===== src/rtl/rco_pkg.sv =====
// Shared types and constants for the rectangle/circle overlap test.
package rco_pkg;

    localparam int COORD_BITS = 16;
    localparam int SIZE_BITS  = COORD_BITS - 1;

    typedef enum logic [2:0] {
        ST_REJECT    = 3'd0,
        ST_INSIDE    = 3'd1,
        ST_CORNER    = 3'd2,
        ST_SIDE_HIT  = 3'd3,
        ST_SIDE_MISS = 3'd4
    } t_stage;

    typedef struct packed {
        logic signed [COORD_BITS-1:0] rect_center_x;
        logic signed [COORD_BITS-1:0] rect_center_y;
        logic [SIZE_BITS-1:0]         rect_width;
        logic [SIZE_BITS-1:0]         rect_height;
        logic signed [COORD_BITS-1:0] circle_center_x;
        logic signed [COORD_BITS-1:0] circle_center_y;
        logic [SIZE_BITS-1:0]         circle_radius;
    } t_in_item;

    typedef struct packed {
        logic   overlap;
        t_stage decided_by;
    } t_out_item;

    // center offset magnitudes plus sizes
    typedef struct packed {
        logic [COORD_BITS-1:0] mx;
        logic [COORD_BITS-1:0] my;
        logic [SIZE_BITS-1:0]  w;
        logic [SIZE_BITS-1:0]  h;
        logic [SIZE_BITS-1:0]  rad;
    } t_prep;

    // values to be squared plus the early decisions
    typedef struct packed {
        logic [COORD_BITS-1:0] mx;
        logic [COORD_BITS-1:0] my;
        logic [COORD_BITS-1:0] sr;
        logic [COORD_BITS:0]   kx;
        logic [COORD_BITS:0]   ky;
        logic [SIZE_BITS-1:0]  rad;
        logic                  center_in;
        logic                  side_hit;
    } t_terms;

    typedef struct packed {
        logic [2*COORD_BITS-1:0] dx2;
        logic [2*COORD_BITS-1:0] dy2;
        logic [2*COORD_BITS-1:0] sr2;
        logic [2*COORD_BITS+1:0] kx2;
        logic [2*COORD_BITS+1:0] ky2;
        logic [2*SIZE_BITS-1:0]  rad2;
        logic                    center_in;
        logic                    side_hit;
    } t_squares;

endpackage


===== src/rtl/rco_terms.sv =====
// Inside and side tests, plus the corner and reject terms to be squared.
module rco_terms import rco_pkg::*; (
    input  logic   i_clk,
    input  logic   i_en,
    input  t_prep  i_prep,
    output t_terms o_terms
);

    t_terms r_terms, n_terms;
    logic [SIZE_BITS-1:0]  big;
    logic [COORD_BITS+1:0] cx, cy, ex, ey;
    logic [COORD_BITS:0]   ex_mag, ey_mag;
    logic                  in_x, in_y;

    function automatic logic [COORD_BITS:0] mag_of(input logic [COORD_BITS+1:0] a);
        logic [COORD_BITS+1:0] m;
        m = a[COORD_BITS+1] ? (~a + 1'b1) : a;
        return m[COORD_BITS:0];
    endfunction

    always_comb begin
        big = (i_prep.w < i_prep.h) ? i_prep.h : i_prep.w;
        // doubled units: twice the offset against the full size
        cx = {1'b0, i_prep.mx, 1'b0} - {3'b0, i_prep.w};
        cy = {1'b0, i_prep.my, 1'b0} - {3'b0, i_prep.h};
        ex = {1'b0, i_prep.mx, 1'b0} - {2'b0, i_prep.rad, 1'b0};
        ey = {1'b0, i_prep.my, 1'b0} - {2'b0, i_prep.rad, 1'b0};
        ex_mag = mag_of(ex);
        ey_mag = mag_of(ey);
        in_x = {i_prep.mx, 1'b0} < {2'b0, i_prep.w};
        in_y = {i_prep.my, 1'b0} < {2'b0, i_prep.h};

        n_terms.mx        = i_prep.mx;
        n_terms.my        = i_prep.my;
        n_terms.sr        = {1'b0, big} + {1'b0, i_prep.rad};
        n_terms.kx        = mag_of(cx);
        n_terms.ky        = mag_of(cy);
        n_terms.rad       = i_prep.rad;
        n_terms.center_in = in_x && in_y;
        n_terms.side_hit  = (in_y && (ex_mag < {2'b0, i_prep.w}))
                         || (in_x && (ey_mag < {2'b0, i_prep.h}));
    end

    always_ff @(posedge i_clk) begin
        if (i_en) begin
            r_terms <= n_terms;
        end
    end

    assign o_terms = r_terms;

endmodule


===== config.mk =====
export PLATFORM = sky130hd
export DESIGN_NAME = rco_terms
export DESIGN_NICKNAME = d
export VERILOG_FILES = /design/src/rtl/rco_pkg.sv /design/src/rtl/rco_terms.sv
export SDC_FILE = /design/constraint.sdc
export NUM_CORES = 1
export LEC_CHECK = 0
export ABC_AREA = 1
export CAP_MARGIN = 20
export CELL_PAD_IN_SITES_DETAIL_PLACEMENT = 1
export CELL_PAD_IN_SITES_GLOBAL_PLACEMENT = 2
export CORE_MARGIN = 3
export CORE_UTILIZATION = 30
export DETAILED_ROUTE_END_ITERATION = 8
export DONT_BUFFER_PORTS = 1
export HOLD_SLACK_MARGIN = 0.12
export PLACE_DENSITY_LB_ADDON = 0.25
export RECOVER_POWER = 100
export SYNTH_ARGS = -nofsm -noshare
export SYNTH_HDL_FRONTEND = slang
export SYNTH_SLANG_ARGS = --single-unit

===== constraint.sdc =====
create_clock -name i_clk -period 4.5 [get_ports i_clk]
set_input_delay 0.9 -clock i_clk [delete_from_list [all_inputs] [get_ports i_clk]]
set_output_delay 0.9 -clock i_clk [all_outputs]
set_load 0.05 [all_outputs]

Word level (Yosys, flattened, before mapping). Index checks and enable logic that the tools add are counted.

Output and inout port bits: 99. Flip-flop bits (word level): 99.

Reductions and logical operators: 4. Bitwise logic cells: 4. $add $sub $neg: 9. Magnitude comparators: 5. Multiplexer cells: 5.

Operators with widths (count): adder 17 x 1 -> 17 bit (second input constant) (4); < comparator 17 x 15 -> 1 bit (4); 2-to-1 mux 17 bit (4); inverter 17 bit (4); subtractor 17 x 15 -> 18 bit (2); subtractor 17 x 16 -> 18 bit (2); adder 15 x 15 -> 16 bit (1); < comparator 15 bit (1); 2-to-1 mux 15 bit (1); logical AND 1 bit (3); logical OR 1 bit (1).

Logic depth before layout (Yosys ltp). Gate-level depths: netlist of the first run.

Word-level depth: 7. Mapped depth: 29. Depth with buffers taken out: 28.

Worst setup path before layout of the first run. OpenSTA, ideal clock, no wires.

Path type: input -> register. From: in i_prep[17] (netlist bit). To: reg r_terms, in the netlist o_terms[65], data pin. Data arrival time: 3712 ps. Slack: 526 ps. Stages on the path: 22. Cells stage by stage: inv_1 ha_1 a21oi_1 nand2_1 nand4_1 o211ai_1 a21oi_1 o221ai_1 buf_2 nand2_1 o21ai_0 ha_1 fa_1 nand3_1 nand3_1 a21oi_1 o21ai_0 nand3_1 nand2_1 a21oi_1 o21bai_1 xor2_1.

RTL lines: from (decl) (RTL line rco_terms.sv:5) `input t_prep i_prep,`; to (signal assigned) (RTL line rco_terms.sv:46) `r_terms <= n_terms;`; to (decl) (RTL line rco_terms.sv:9) `t_terms r_terms, n_terms;`.

==> results.yml, run 1 <==
outcome:
  status: "finished clean"
logic_synthesis:
  ys_async_sr_fraction_pct: 0
  synth_compound_area_share_pct: 10.6
  muxShareOfSynthArea_pct: 0
  yosysSeqAreaShare_pct: 30.6
  synth-edff-count: 99
  postSynthRegisterBits: 99
  synth.avg_cell_area_um2: 7.71
  synthXorXnorAreaFrac_pct: 8.46
  syn-instance-count: 1260
  syn-num-nets: 1463
  yosys.area_share.adder_pct: 16.3
  synth_top_family_by_area: "simple AND/OR/NAND/NOR gates"
  synth_area_mm2: 0.00972
  yosysUniqueCellTypes: 52
  synth_warnings: 0
  synthSimpleGateAreaFrac_pct: 26.4
  synth_ff_type: "edfxtp_1"
final_layout:
  largest_reg_flops: 99
  diodes: 0
  final_util_pct: 34.2
  finalNetCount: 1516
  synthToLayoutAreaGrowth_pct: 11.6
  instances_no_fill: 1720
  final_common_cell: "nand2_1"
  final_cell_mix: "338 x nand2_1, 172 x inv_1, 119 x ha_1"
  final_area_mm2: 0.0108
  drive_gt1_share_pct: 9.71
routing:
  dr_total_vias: 8306
  vias_per_cell: 4.83
  drc_errors: 0
  ant_nets: 0
  dr.pass1.iters: 5
  drtIter0Drc: 406
  drt-total-wl_um: 31800
  routedWlPerCell_um: 18.5
floorplan:
  core_area_mm2: 0.0317
  die_w_um: 186
  io_pins: 178
  dieArea_mm2: 0.0346
  start_util_pct: 30.6
  rows: 65
  die_height_um: 186
clocking:
  h-tree-depth: 3
  tritoncts: "done"
  cts_buffers: 9
  cts_sinks: 99
  max-clock-path-buffers: 2
  cts-root-buf: "clkbuf_16"
  clkTransAtPathRegs_ns: 0.08
min_path:
  whs_path_depth: 0
  hold_path.class: "in -> reg"
timing:
  fin_ws_ns: 0.218
  fmax_ghz: 0.234
  rsz0062_at_grt: "false"
  slew_headroom_pct: 4.79
  finalCriticalPeriod_ns: 4.28
  drv_slew: 0
  fin_crit_sh_pct: 95.2
  finalHoldViolCount: 0
  setup_viol: 0
  tightest_slew_ns: 1.43
pwr:
  p_leak_nw: 5.16
  power_mw: 3.80
  power_density_mw_per_mm2: 350
  ir_drop_mv: 0.250
critical_path:
  critPathArrivalTime_ns: 4.40
  critical_path_class: "in -> reg"
  start_kind: "input port"
  required_ns: 4.62
  worstSetupEndpointType: "flip-flop"
  cp_max_fo: 6
place:
  place_area_mm2: 0.0105
  port_buffers: 0
  place_congestion: 0.881
  dp.cells: 1701
  hpwlAfterDp_um: 27300
  place_ws_ns: -0.302
job:
  drv_cap: 0
global_route:
  grt_pass1_wl_um: 48800
  grt_pass1_vias: 8164
  antenna_found_initial: 0
  grt_start_max_net_pins: 100
  grt_overflow: 0
  track_usage_pct: 18.6
[metrics by stage]
stage	setup TNS (ns)	hold WS [ns]
2_1_floorplan	0	0.999
3_3_place_gp	-0.621	0.999
6_report	0	0.613
4_1_cts	0	0.596
5_1_grt	0	0.592
3_5_place_dp	-0.921	0.999
[final cells by class]
cell class | count | area (µm²)
Tap cell | 402 | 503
Inverter | 183 | 691
Clock inverter | 6 | 72.6
Clock buffer | 10 | 229
Timing Repair Buffer | 49 | 359
Multi-Input combinational cell | 971 | 6020
Sequential cell | 99 | 2970
Fill cell | 3880 | 20900
[final timing paths]
check	endpoint	startpoint	slack [ns]
worst max-delay path	o_terms[65]$_DFFE_PP_	i_prep[17]	0.22
worst min-delay path	o_terms[95]$_DFFE_PP_	i_prep[73]	0.61
[layer usage]
metal | share of wire (%) | vias to the layer above | track usage, %
li1 | - | 4285 | -
met4 | 1.3 | 0 | 4.02
met2 | 41 | 163 | 27.5
met3 | 5.3 | 17 | 4.71
met5 | 0 | - | 0
met1 | 52 | 3841 | 27.3
[what timing repair did]
action                                  CTS  global route
hold buffers                              0             0
gates resized for setup                   0            11
endpoints found under the setup margin    0             5
buffers inserted                          0             3
[worst max-delay path: stages]
cell	delay [ns]
inv_1	0.04
ha_1	0.30
a21oi_1	0.16
nand2_1	0.08
nand4_1	0.07
o211ai_1	0.22
a21oi_2	0.30
o221ai_4	0.20
nand2_1	0.10
o21ai_0	0.11
ha_1	0.24
fa_1	0.40
nand3_1	0.09
nand3_1	0.15
a21oi_1	0.23
buf_4	0.16
o21ai_1	0.09
nand3_1	0.09
nand2_1	0.08
a21oi_1	0.16
o21bai_1	0.09
xor2_1	0.14
[cells in the mapped netlist, types with 4 or more instances]
master / count / share of area (%)
a21o_1: 5 / 0.39
a21oi_1: 86 / 4.4
a21oi_2: 4 / 0.36
edfxtp_1: 99 / 31
fa_1: 5 / 1.0
ha_1: 119 / 15
inv_1: 172 / 6.6
inv_2: 10 / 0.39
nand2_1: 339 / 13
nand2_2: 9 / 0.58
nand3_1: 76 / 3.9
nand3_2: 4 / 0.41
nand3b_1: 15 / 1.2
nand4_1: 19 / 1.2
nor2_1: 87 / 3.4
nor2_2: 13 / 0.84
nor3_1: 14 / 0.72
o21a_1: 4 / 0.31
o21ai_0: 36 / 1.9
o21ai_1: 9 / 0.46
o21ai_2: 4 / 0.36
o21bai_1: 5 / 0.39
xnor2_1: 27 / 2.4
xor2_1: 52 / 4.7
xor2_2: 6 / 1.0
[where the power goes]
part | leakage [nW] | switching (mW) | internal (mW)
sequential | 0.968 | 0.482 | 1.19
clock | 0.149 | 0.378 | 0.439
combinational | 4.04 | 0.813 | 0.490
[kinds of logic (layout without fill, tap and decap cells)]
group	count (synthesis)	after routing
buffers and inverters	190	248
XOR/XNOR	87	87
AO/OA/AOI/OAI	173	173
flip-flops	99	99
adder cells (fa/ha/maj)	124	124
AND/OR/NAND/NOR	587	587
No activity file was read; power rests on OpenSTA's default activity.
==> inputs of run 2 (changes only) <==
--- a/config.mk
+++ b/config.mk
@@ -9,7 +9,6 @@
 export CAP_MARGIN = 20
 export CELL_PAD_IN_SITES_DETAIL_PLACEMENT = 1
 export CELL_PAD_IN_SITES_GLOBAL_PLACEMENT = 2
-export CORE_MARGIN = 3
 export CORE_UTILIZATION = 30
 export DETAILED_ROUTE_END_ITERATION = 8
 export DONT_BUFFER_PORTS = 1
==> results.yml, run 2 (same netlist as run 1, synthesis figures left out) <==
outcome:
  status: "finished clean"
timing:
  fmax_ghz: 0.237
  finalHoldViolCount: 0
  fin_crit_sh_pct: 93.8
  drv_slew: 0
  finalCriticalPeriod_ns: 4.22
  setup_viol: 0
  tightest_slew_ns: 1.46
  slew_headroom_pct: 2.71
routing:
  drtIter0Drc: 380
  ant_nets: 0
  drt-total-wl_um: 31200
  vias_per_cell: 4.81
  drc_errors: 0
  dr_total_vias: 8243
  dr.pass1.iters: 5
  routedWlPerCell_um: 18.2
global_route:
  antenna_found_initial: 0
  grt_pass1_vias: 8373
  grt_overflow: 0
  grt_start_max_net_pins: 100
  grt_pass1_wl_um: 48700
  track_usage_pct: 19.4
place:
  dp.cells: 1696
  port_buffers: 0
  hpwlAfterDp_um: 26800
  place_congestion: 0.847
clocking:
  max-clock-path-buffers: 2
  ctsHoldBuffers: 0
  h-tree-depth: 3
  cts-root-buf: "clkbuf_16"
  cts_buffers: 9
  clkTransAtPathRegs_ns: 0.08
  tritoncts: "done"
  cts_sinks: 99
pwr:
  power_density_mw_per_mm2: 352
  ir_drop_mv: 0.228
  power_mw: 3.81
  p_leak_nw: 5.14
final_layout:
  final_util_pct: 34.1
  instances_no_fill: 1715
  nFillCells: 3861
  final_cell_mix: "339 x nand2_1, 172 x inv_1, 119 x ha_1"
  diodes: 0
  finalNetCount: 1511
  largest_reg_flops: 99
  synthToLayoutAreaGrowth_pct: 11.1
  final_common_cell: "nand2_1"
  drive_gt1_share_pct: 9.14
critical_path:
  worstSetupEndpointType: "flip-flop"
  crit_slowest_cell: "fa_1"
  cp_common_cell: "a21oi_1"
  startpoint: "i_prep[17]"
  crit_family: "compound AO/OA/AOI/OAI gates"
  critical_path_class: "in -> reg"
  critPathArrivalTime_ns: 4.35
  cp_max_fo: 7
  path_buf_inv: 3
  cp_cell_sequence: "inv_1, ha_1, a21oi_1, nand2_1, nand4_1, o211ai_1, a21oi_1, o221ai_4, buf_4, nand2_1, o21ai_0, fa_1, nand3_1, nand3_1, a21oi_1, buf_4, o21ai_0, nand3_1, nand2_1, a21oi_1, o21bai_1, xor2_1"
  required_ns: 4.62
  start_kind: "input port"
  cpPeakStageDelay_ns: 0.47
floorplan:
  core_area_mm2: 0.0317
  die_height_um: 182
  start_util_pct: 30.6
  die_w_um: 182
  io_pins: 178
  rows: 65
  dieArea_mm2: 0.0331
min_path:
  min-delay-start: "i_prep[57]"
  hold_path.class: "in -> reg"
job:
  drv_cap: 0
## run 2: cell types whose count changed in the layout (fill, tap and decap cells not counted), sizes merged
| cell | delta |
|---|---|
| clkinvlp | +1 |
| inv | +2 |
| buf | -4 |
| clkinv | -2 |
| clkbuf | -2 |
## run 2: cell type report
| cell class | instances | area (µm²) | area share, % |
|---|---|---|---|
| Tap cell | 402 | 503 | 4.66 |
| Multi-Input combinational cell | 971 | 6000 | 55.5 |
| Inverter | 183 | 691 | 6.39 |
| Sequential cell | 99 | 2970 | 27.5 |
| Clock inverter | 7 | 82.6 | 0.765 |
| Timing Repair Buffer | 44 | 328 | 3.04 |
| Clock buffer | 9 | 225 | 2.09 |
## run 2: metrics by stage
| step | worst slack [ns] | instance area, µm² | setup TNS [ns] | hold slack (ns) |
|---|---|---|---|---|
| 2_1_floorplan | 0.526 | 9720 | 0 | 0.999 |
| 3_3_place_gp | -0.0577 | 10500 | -0.0577 | 0.999 |
| 3_5_place_dp | -0.109 | 10500 | -0.319 | 0.999 |
| 4_1_cts | 0.285 | 10800 | 0 | 0.590 |
| 5_1_grt | -0.00724 | 10800 | -0.00724 | 0.593 |
| 6_report | 0.280 | 10800 | 0 | 0.612 |
## run 2: what timing repair did
action | in CTS | in global routing
gates resized for setup | 0 | 5
endpoints found under the setup margin | 0 | 3
buffers inserted | 0 | 3
## run 2: path summary, 6_finish.rpt
kind	cells after the start	slack, ns	endpoint
min	0	0.61	o_terms[79]$_DFFE_PP_
max	22	0.28	o_terms[65]$_DFFE_PP_
## run 2: metal layers
metal	vias to the layer above	wire length, µm	track usage [%]
li1	4280	-	-
met2	192	12800	29.0
met1	3747	15700	27.1
met3	24	2140	5.35
met4	0	583	5.41
met5	-	0	0
## run 2: power breakdown
group | total, mW | internal (mW) | switching [mW]
Sequential | 1.67 | 1.19 | 0.482
Combinational | 1.29 | 0.484 | 0.802
Clock | 0.846 | 0.443 | 0.403
Total | 3.81 | 2.12 | 1.69
==> inputs of run 3 (changes only) <==
--- a/config.mk
+++ b/config.mk
@@ -14,7 +14,6 @@
 export DONT_BUFFER_PORTS = 1
 export HOLD_SLACK_MARGIN = 0.12
 export PLACE_DENSITY_LB_ADDON = 0.25
-export RECOVER_POWER = 100
 export SYNTH_ARGS = -nofsm -noshare
 export SYNTH_HDL_FRONTEND = slang
 export SYNTH_SLANG_ARGS = --single-unit
==> results.yml, run 3 (same netlist as run 1, synthesis figures left out) <==
final_layout:
  largest_reg_flops: 99
  final_cell_mix: "339 x nand2_1, 172 x inv_1, 119 x ha_1"
  finalNetCount: 1511
  final_area_mm2: 0.0109
  regArea_mm2: 0.00297
  diodes: 0
  nFillCells: 3850
  final_common_cell: "nand2_1"
  multi_input_area_mm2: 0.00603
  synthToLayoutAreaGrowth_pct: 11.6
  instances_no_fill: 1715
  drive_gt1_share_pct: 9.90
  final_util_pct: 34.2
timing:
  setup_viol: 0
  tightest_slew_ns: 0.620
  drv_slew: 0
  fin_ws_ns: 0.270
  finalCriticalPeriod_ns: 4.23
  finalHoldViolCount: 0
  slew_headroom_pct: 58.8
  fin_crit_sh_pct: 94.0
  fmax_ghz: 0.236
clocking:
  tritoncts: "done"
  h-tree-depth: 3
  cts_buffers: 9
  cts-root-buf: "clkbuf_16"
  max-clock-path-buffers: 2
  cts_sinks: 99
  clkTransAtPathRegs_ns: 0.08
place:
  place_congestion: 0.847
  place_area_mm2: 0.0105
  hpwlAfterDp_um: 26800
  dp.cells: 1696
  place_ws_ns: -0.109
  port_buffers: 0
outcome:
  status: "finished clean"
global_route:
  antenna_found_initial: 0
  grt_pass1_wl_um: 48700
  track_usage_pct: 19.4
  grt_overflow: 0
  grt_start_max_net_pins: 100
  grt_pass1_vias: 8373
routing:
  drc_errors: 0
  dr.pass1.iters: 5
  routedWlPerCell_um: 18.2
  dr_total_vias: 8261
  drt-total-wl_um: 31200
  ant_nets: 0
  drtIter0Drc: 386
  vias_per_cell: 4.82
critical_path:
  start_kind: "input port"
  critical_path_class: "in -> reg"
  worstSetupEndpointType: "flip-flop"
  required_ns: 4.62
  cpPeakStageDelay_ns: 0.47
  cp_cell_sequence: "inv_1, ha_1, a21oi_1, nand2_1, nand4_1, o211ai_1, a21oi_1, o221ai_4, buf_4, nand2_1, o21ai_0, fa_1, nand3_1, nand3_1, a21oi_1, buf_4, o21ai_0, nand3_1, nand2_1, a21oi_1, o21bai_1, xor2_1"
  crit_family: "compound AO/OA/AOI/OAI gates"
  cp_common_cell: "a21oi_1"
  crit_slowest_cell: "fa_1"
  critPathArrivalTime_ns: 4.35
  path_buf_inv: 3
  cp_max_fo: 7
pwr:
  power_mw: 3.82
  p_leak_nw: 5.16
  ir_drop_mv: 0.228
  power_density_mw_per_mm2: 352
floorplan:
  rows: 65
  core_area_mm2: 0.0317
  dieArea_mm2: 0.0331
  io_pins: 178
  die_height_um: 182
  die_w_um: 182
  start_util_pct: 30.6
job:
  drv_cap: 0
min_path:
  hold_path.class: "in -> reg"
-- run 3: repair_timing --
| action | 4_1_cts | 5_1_grt |
|---|---|---|
| hold buffers | 0 | 0 |
| setup buffers | 0 | 3 |
| resized for setup | 0 | 5 |
| setup endpoints to repair | 0 | 3 |
-- run 3: final cells by class --
class | instances | area share, %
Timing Repair Buffer | 44 | 3.16
Inverter | 183 | 6.37
Clock buffer | 9 | 2.08
Clock inverter | 7 | 0.761
Tap cell | 402 | 4.64
Sequential cell | 99 | 27.4
Multi-Input combinational cell | 971 | 55.6
-- run 3: path summary, 6_finish.rpt --
kind  startpoint               endpoint  slack [ns]  cells past startpoint
max   i_prep[17]  o_terms[65]$_DFFE_PP_        0.27                     22
min   i_prep[57]  o_terms[79]$_DFFE_PP_        0.61                      0
-- run 3: per-stage QoR --
stage / TNS (ns) / hold slack, ns
floorplan: 0 / 0.999
finish: 0 / 0.613
detailed placement: -0.319 / 0.999
CTS: 0 / 0.590
global placement: -0.0577 / 0.999
global route: -0.00724 / 0.593
-- run 3: power by group --
part | switching, mW | total, mW | internal (mW)
clock network | 0.403 | 0.846 | 0.443
logic | 0.807 | 1.30 | 0.489
registers | 0.482 | 1.67 | 1.19
total | 1.69 | 3.82 | 2.12
-- run 3: layer usage --
metal / routed length, µm / vias to the layer above / track usage (%)
met4: 583 / 0 / 5.41
li1: - / 4281 / -
met5: 0 / - / 0
met3: 2160 / 24 / 5.35
met2: 12800 / 199 / 29.0
met1: 15700 / 3757 / 27.1
